==> config.mk <==
export PLATFORM = sky130hd
export DESIGN_NAME = sorted_array_merge
export DESIGN_NICKNAME = d
export VERILOG_FILES = /design/src/hdl/sam_pkg.sv /design/src/hdl/sam_list_mem.sv /design/src/hdl/sam_head_cmp.sv /design/src/hdl/sorted_array_merge.sv
export SDC_FILE = /design/constraint.sdc
export NUM_CORES = 2
export LEC_CHECK = 0
export BUFFER_PORTS_ARGS = -buffer_cell sky130_fd_sc_hd__clkbuf_2
export CORE_AREA = 2 2 390 392
export DETAILED_ROUTE_END_ITERATION = 10
export DIE_AREA = 0 0 392 394
export GPL_TIMING_DRIVEN = 0
export PLACE_DENSITY_LB_ADDON = 0.25
export SYNTH_ARGS = -nofsm -noshare
export SYNTH_HDL_FRONTEND = slang
export SYNTH_SLANG_ARGS = --single-unit
==> constraint.sdc <==
create_clock -name clock -period 5.5 [get_ports clock]
set_clock_uncertainty 0.1 [all_clocks]
set_input_delay 0.55 -clock clock [delete_from_list [all_inputs] [get_ports clock]]
set_output_delay 0.55 -clock clock [all_outputs]
set_load 0.02 [all_outputs]
==> src/hdl/sam_pkg.sv <==
// Shared types and constants for the sorted list merge block.
package sam_pkg;

   // Element width
   localparam int DATA_W = 32;

   // Command codes on req_cmd
   localparam logic [1:0] CMD_LOAD_A = 2'd0;
   localparam logic [1:0] CMD_LOAD_B = 2'd1;
   localparam logic [1:0] CMD_MERGE  = 2'd2;

   typedef logic signed [DATA_W-1:0] elem_type;

endpackage

==> src/hdl/sam_list_mem.sv <==
// Single list store: one write port, one read port with registered read data.
module sam_list_mem import sam_pkg::*; #(
   parameter int AW = 5
) (
   input  logic          clock,
   input  logic          wr_en,
   input  logic [AW-1:0] wr_addr,
   input  elem_type      wr_data,
   input  logic [AW-1:0] rd_addr,
   output elem_type      rd_data
);

   elem_type mem_ff [2**AW];
   elem_type rd_data_ff;

   // Write on load, read every cycle
   always_ff @(posedge clock) begin
      if (wr_en) begin
         mem_ff[wr_addr] <= wr_data;
      end
      rd_data_ff <= mem_ff[rd_addr];
   end

   assign rd_data = rd_data_ff;

endmodule

==> src/hdl/sam_head_cmp.sv <==
// Head compare unit: picks the next merged element from the two list heads.
module sam_head_cmp import sam_pkg::*; (
   input  elem_type head_a,
   input  elem_type head_b,
   input  logic     a_left,
   input  logic     b_left,
   output logic     take_a,
   output elem_type sel_value
);

   // Ties go to list A; an exhausted list never wins
   always_comb begin
      take_a    = a_left && (!b_left || (head_a <= head_b));
      sel_value = take_a ? head_a : head_b;
   end

endmodule

==> src/hdl/sorted_array_merge.sv <==
// Two-way merge of sorted lists: top level with the merge sequencer.
//
// Usage: req_cmd selects a load into list A, a load into list B, or a merge.
// A load beat writes req_value at the tail of its list, one beat per cycle
// while idle; a full list (LIST_DEPTH elements) drops the load, flags overflow.
// A merge beat starts a run that emits every stored element in ascending
// signed order on the rsp channel, list A first on ties; rsp_last marks the
// final beat, rsp_overflow reports a dropped load since the previous merge.
// The merge beat puts the sequencer in its merge state, which registers the
// first result into the rsp output register; then one result per cycle while
// the receiver does not stall, set by the single head compare unit fed by the
// registered read ports of the two list stores. req_stall stays high for the
// whole run. A merge of two empty lists emits nothing and only clears overflow.
// The rsp output register holds its beat while rsp_stall is high; loads and
// the next merge beat are taken while the last result still waits.
// Reset (synchronous) empties both lists, clears overflow and drops any
// pending result. Store contents are not cleared; only written entries are read.
module sorted_array_merge import sam_pkg::*; #(
   parameter int LIST_DEPTH = 32
) (
   input  logic              clock,
   input  logic              reset,
   input  logic              req_valid,
   output logic              req_stall,
   input  logic [1:0]        req_cmd,
   input  logic signed [DATA_W-1:0] req_value,
   output logic              rsp_valid,
   input  logic              rsp_stall,
   output logic signed [DATA_W-1:0] rsp_merged_value,
   output logic              rsp_last,
   output logic              rsp_overflow
);

   localparam int AW = (LIST_DEPTH > 1) ? $clog2(LIST_DEPTH) : 1;
   localparam int CW = $clog2(LIST_DEPTH + 1);
   localparam logic [CW-1:0] FULL_CNT = CW'(LIST_DEPTH);
   localparam logic [CW-1:0] ONE      = CW'(1);

   typedef enum logic {ST_IDLE, ST_MERGE} state_type;

   state_type     state_ff, state_in;
   logic [CW-1:0] count_a_ff, count_a_in;
   logic [CW-1:0] count_b_ff, count_b_in;
   logic [CW-1:0] ia_ff, ia_in;
   logic [CW-1:0] ib_ff, ib_in;
   logic          ovf_ff, ovf_in;
   logic          rsp_valid_ff, rsp_valid_in;
   elem_type      rsp_value_ff, rsp_value_in;
   logic          rsp_last_ff, rsp_last_in;
   logic          rsp_ovf_ff, rsp_ovf_in;

   logic          req_acc;
   logic          step;
   logic          a_left, b_left;
   logic          take_a;
   logic          run_done;
   logic          wr_a, wr_b;
   logic [CW-1:0] ia_nxt, ib_nxt;
   elem_type      head_a, head_b, sel_value;

   // List stores
   sam_list_mem #(.AW(AW)) u_mem_a (
      .clock   (clock),
      .wr_en   (wr_a),
      .wr_addr (count_a_ff[AW-1:0]),
      .wr_data (req_value),
      .rd_addr (ia_in[AW-1:0]),
      .rd_data (head_a)
   );

   sam_list_mem #(.AW(AW)) u_mem_b (
      .clock   (clock),
      .wr_en   (wr_b),
      .wr_addr (count_b_ff[AW-1:0]),
      .wr_data (req_value),
      .rd_addr (ib_in[AW-1:0]),
      .rd_data (head_b)
   );

   // Shared compare of the heads
   sam_head_cmp u_cmp (
      .head_a    (head_a),
      .head_b    (head_b),
      .a_left    (a_left),
      .b_left    (b_left),
      .take_a    (take_a),
      .sel_value (sel_value)
   );

   // Handshake and load decode
   assign req_stall = (state_ff != ST_IDLE);
   assign req_acc   = req_valid && (state_ff == ST_IDLE);
   assign step      = (state_ff == ST_MERGE) && (!rsp_valid_ff || !rsp_stall);
   assign a_left    = (ia_ff < count_a_ff);
   assign b_left    = (ib_ff < count_b_ff);
   assign wr_a      = req_acc && (req_cmd == CMD_LOAD_A) && (count_a_ff < FULL_CNT);
   assign wr_b      = req_acc && (req_cmd == CMD_LOAD_B) && (count_b_ff < FULL_CNT);

   // Head indices after this pop, and end of run
   assign ia_nxt   = ia_ff + ((step && take_a)  ? ONE : '0);
   assign ib_nxt   = ib_ff + ((step && !take_a) ? ONE : '0);
   assign run_done = step && (ia_nxt >= count_a_ff) && (ib_nxt >= count_b_ff);

   // Sequencer next state
   always_comb begin
      state_in     = state_ff;
      count_a_in   = count_a_ff;
      count_b_in   = count_b_ff;
      ovf_in       = ovf_ff;
      ia_in        = ia_nxt;
      ib_in        = ib_nxt;
      rsp_valid_in = rsp_valid_ff && rsp_stall;
      rsp_value_in = rsp_value_ff;
      rsp_last_in  = rsp_last_ff;
      rsp_ovf_in   = rsp_ovf_ff;

      unique case (state_ff)
         ST_IDLE: begin
            if (req_acc) begin
               case (req_cmd)
                  CMD_LOAD_A: begin
                     if (wr_a) count_a_in = count_a_ff + ONE;
                     else      ovf_in     = 1'b1;
                  end
                  CMD_LOAD_B: begin
                     if (wr_b) count_b_in = count_b_ff + ONE;
                     else      ovf_in     = 1'b1;
                  end
                  CMD_MERGE: begin
                     if ((count_a_ff == '0) && (count_b_ff == '0)) ovf_in = 1'b0;
                     else state_in = ST_MERGE;
                  end
                  default: ;
               endcase
            end
         end
         ST_MERGE: begin
            if (step) begin
               rsp_valid_in = 1'b1;
               rsp_value_in = sel_value;
               rsp_last_in  = run_done;
               rsp_ovf_in   = ovf_ff;
            end
            if (run_done) begin
               state_in   = ST_IDLE;
               count_a_in = '0;
               count_b_in = '0;
               ovf_in     = 1'b0;
               ia_in      = '0;
               ib_in      = '0;
            end
         end
         default: state_in = ST_IDLE;
      endcase
   end

   // State and registered outputs
   always_ff @(posedge clock) begin
      rsp_value_ff <= rsp_value_in;
      rsp_last_ff  <= rsp_last_in;
      rsp_ovf_ff   <= rsp_ovf_in;
      if (reset) begin
         state_ff     <= ST_IDLE;
         count_a_ff   <= '0;
         count_b_ff   <= '0;
         ia_ff        <= '0;
         ib_ff        <= '0;
         ovf_ff       <= 1'b0;
         rsp_valid_ff <= 1'b0;
      end else begin
         state_ff     <= state_in;
         count_a_ff   <= count_a_in;
         count_b_ff   <= count_b_in;
         ia_ff        <= ia_in;
         ib_ff        <= ib_in;
         ovf_ff       <= ovf_in;
         rsp_valid_ff <= rsp_valid_in;
      end
   end

   assign rsp_valid        = rsp_valid_ff;
   assign rsp_merged_value = rsp_value_ff;
   assign rsp_last         = rsp_last_ff;
   assign rsp_overflow     = rsp_ovf_ff;

endmodule

==> qor.yml <==
outcome: "complete, but fails checks"
violations: "setup timing"
grt_max_degree: 65
drive_above_1_share_pct: 26.2
fin_util_pct: 68.3
synth_edf_count: 2082
synthArstFlopShare_pct: 0
die_h_um: 394
crit_path_start_kind: "register"
dieArea_mm2: 0.154
fin_crit_ns: 6.38
antenna_found_initial: 20
final_common_cell: "edfxtp_1"
dpl.hpwl_um: 161000
grt_pass1_vias: 48900
synth.distinct_cells: 74
dr.pass1.iters: 6
postSynthAreaPerCell_um2: 16.9
cts_tree: "built"
yosysWarningCount: 0
initial_core_util_pct: 56.5
clockRootBuffer: "clkbuf_16"
postPlaceCellArea_mm2: 0.0904
finalPower_mw: 34.2
path_common_cell: "ha_4"
core_area_mm2: 0.151
die_w_um: 392
grt_pass1_wl_um: 347000
seqCellArea_mm2: 0.0644
clock-sinks: 2173
placed_cells: 7214
grt.busiest_layer: "met2"
slowest_stage: "a221o_2"
cts_made_buffers: 210
cap_violations: 0
critPathMaxStageDelay_ns: 0.51
final_nets: 5616
synth-seq-cells: 2173
clk_latency_ns: 0.87
hold_ws_ns: 0.0296
fill_cells: 9537
stdcell_area_mm2: 0.103
clk_pin_slew_worst_paths_ns: 0.07
netlist_area_mm2: 0.0851
worstPathArrival_ns: 7.01
synth_flop_cell: "edfxtp_1"
row_count: 143
multi_input_area_mm2: 0.0231
syn-num-nets: 5137
p_leak_nw: 32.2
h-tree-depth: 4
final_cell_mix: "edfxtp_1 (2082), mux2i_1 (332), nand2_1 (302)"
timing.final.crit_share_pct: 116
hp-class: "in -> reg"
met3_usage_pct: 6.13
area_delta_synth_final_pct: 21.0
required_ns: 6.13
slew_violations: 0
grt_overflow: 0
drt-initial-drc-count: 6954
antenna_left: 0
io_buffer_count: 73
power.density_mw_per_mm2: 332
rsz0062_at_grt: "true"
setup_tns_ns: -50.18
totalWireLength_um: 250000
end_kind: "register"
r2r_cells: 29
place_ws_ns: -3.78
relSlewSlack_pct: 0.238
vias: 51000
fmax_mhz: 157
wl_per_cell_um: 32.4
syn_inst: 5033
ios: 74
drc: 0
place.gp.congestion: 0.927
holdPathStages: 3
gr-usage-met1_pct: 43.7
worst_pin_slew_ns: 1.50
peakVddDrop_mv: 0.347
worst_slack_ns: -0.875
final_cells: 7721
cp_max_fo: 7
ys_seq_area_share_pct: 75.6
met2_usage_pct: 48.9
hold_violations: 0
setup-violations-final: 75
grtUsageTotal_pct: 31.7
critical_path_class: "reg -> reg"
cts_buffer_depth: 3
via_per_inst: 6.60
==> flip-flops by register name, indices dropped and copies added (netlist names), 32 cells and up <==
register and flops:
u_mem_a.rd_data 32, u_mem_b.mem_ff 1024, rsp_merged_value 32, u_mem_b.rd_data 32, u_mem_a.mem_ff 1024
==> cell usage after synthesis (all sizes together), types with 3 or more instances <==
cell type	count	area share, %
ha	66	0.97
a21oi	229	1.4
a22oi	33	0.29
buf	122	0.70
a221oi	67	0.71
nor4	7	0.059
and3	31	0.23
edfxtp	2082	73
a211oi	65	0.57
nand2	321	1.4
nor2b	36	0.26
xnor2	9	0.11
nand4	11	0.081
inv	56	0.25
mux4	126	3.3
xor2	5	0.051
mux2i	332	3.9
a21o	4	0.035
nor3	42	0.25
o22ai	63	0.47
nor2	212	0.94
a221o	3	0.035
o22a	32	0.33
o32ai	31	0.32
mux2	183	2.4
dfxtp	91	2.1
a2111o	28	0.37
o21ai	148	0.87
nand3	189	1.1
o221ai	86	0.89
a2111oi	30	0.31
clkbuf	186	0.82
o211ai	8	0.071
a31oi	68	0.51
==> power breakdown <==
group | switching, mW | internal, mW | total (mW)
Combinational | 0.872 | 0.402 | 1.27
Sequential | 0.0321 | 18.2 | 18.2
Clock | 6.24 | 8.43 | 14.7
Total | 7.14 | 27.0 | 34.2
==> final timing paths <==
check	startpoint	to	slack (ns)
setup / recovery	u_mem_b.rd_data[4]$_DFF_P_	u_mem_a.rd_data[22]$_DFF_P_	-0.88
hold / removal	req_cmd[1]	req_stall$_SDFF_PP0_	0.03
setup reg to reg	u_mem_b.rd_data[4]$_DFF_P_	u_mem_a.rd_data[22]$_DFF_P_	-0.88
hold reg to reg	count_b_ff[5]$_SDFFE_PP0P_	count_b_ff[5]$_SDFFE_PP0P_	0.47
==> critical path, delay by kind of cell, from the launching register on <==
| kind | cells | cell delay [ns] |
|---|---|---|
| compound gates | 8 | 1.98 |
| flops | 1 | 0.34 |
| xor+xnor | 2 | 0.48 |
| simple gates | 7 | 1.27 |
| buf+inv | 8 | 1.18 |
| fa+ha+maj | 4 | 0.83 |
==> what timing repair did <==
| action | CTS | global route |
|---|---|---|
| resized for setup | 632 | 270 |
| pin swaps | 100 | 147 |
| endpoints found under the hold margin | 12 | 6 |
| hold buffers | 7 | 1 |
| setup endpoints to repair | 91 | 91 |
| gates cloned | 4 | 10 |
| buffers inserted | 43 | 56 |
==> layer usage <==
layer	up-vias	share of wire [%]
met5	-	0.016
met4	6	5.8
met3	608	11
met2	3438	46
met1	25800	37
li1	21100	-
==> area by class of cell <==
class	instances	area share, %
Sequential cell	2173	62.5
Multi-Input combinational cell	2494	22.5
Clock buffer	269	5.40
Timing Repair Buffer	275	3.48
Tap cell	2030	2.47
Buffer	300	2.00
Clock inverter	117	1.43
Inverter	58	0.238
Antenna cell	5	0.0122
==> kinds of logic (layout without fill, tap and decap cells) <==
| group | count (synthesis) | after routing | synth area share (%) |
|---|---|---|---|
| DFF | 2173 | 2173 | 75.6 |
| AOI/OAI and AO/OA | 912 | 912 | 7.35 |
| and+or+nand+nor | 861 | 861 | 4.47 |
| muxes | 641 | 641 | 9.66 |
| buffers and inverters | 366 | 1019 | 1.78 |
| adders and majority gates | 66 | 66 | 0.970 |
| xor gates and xnor gates | 14 | 14 | 0.166 |
| other | 0 | 5 | 0 |
(Power assumes the default switching activity.)
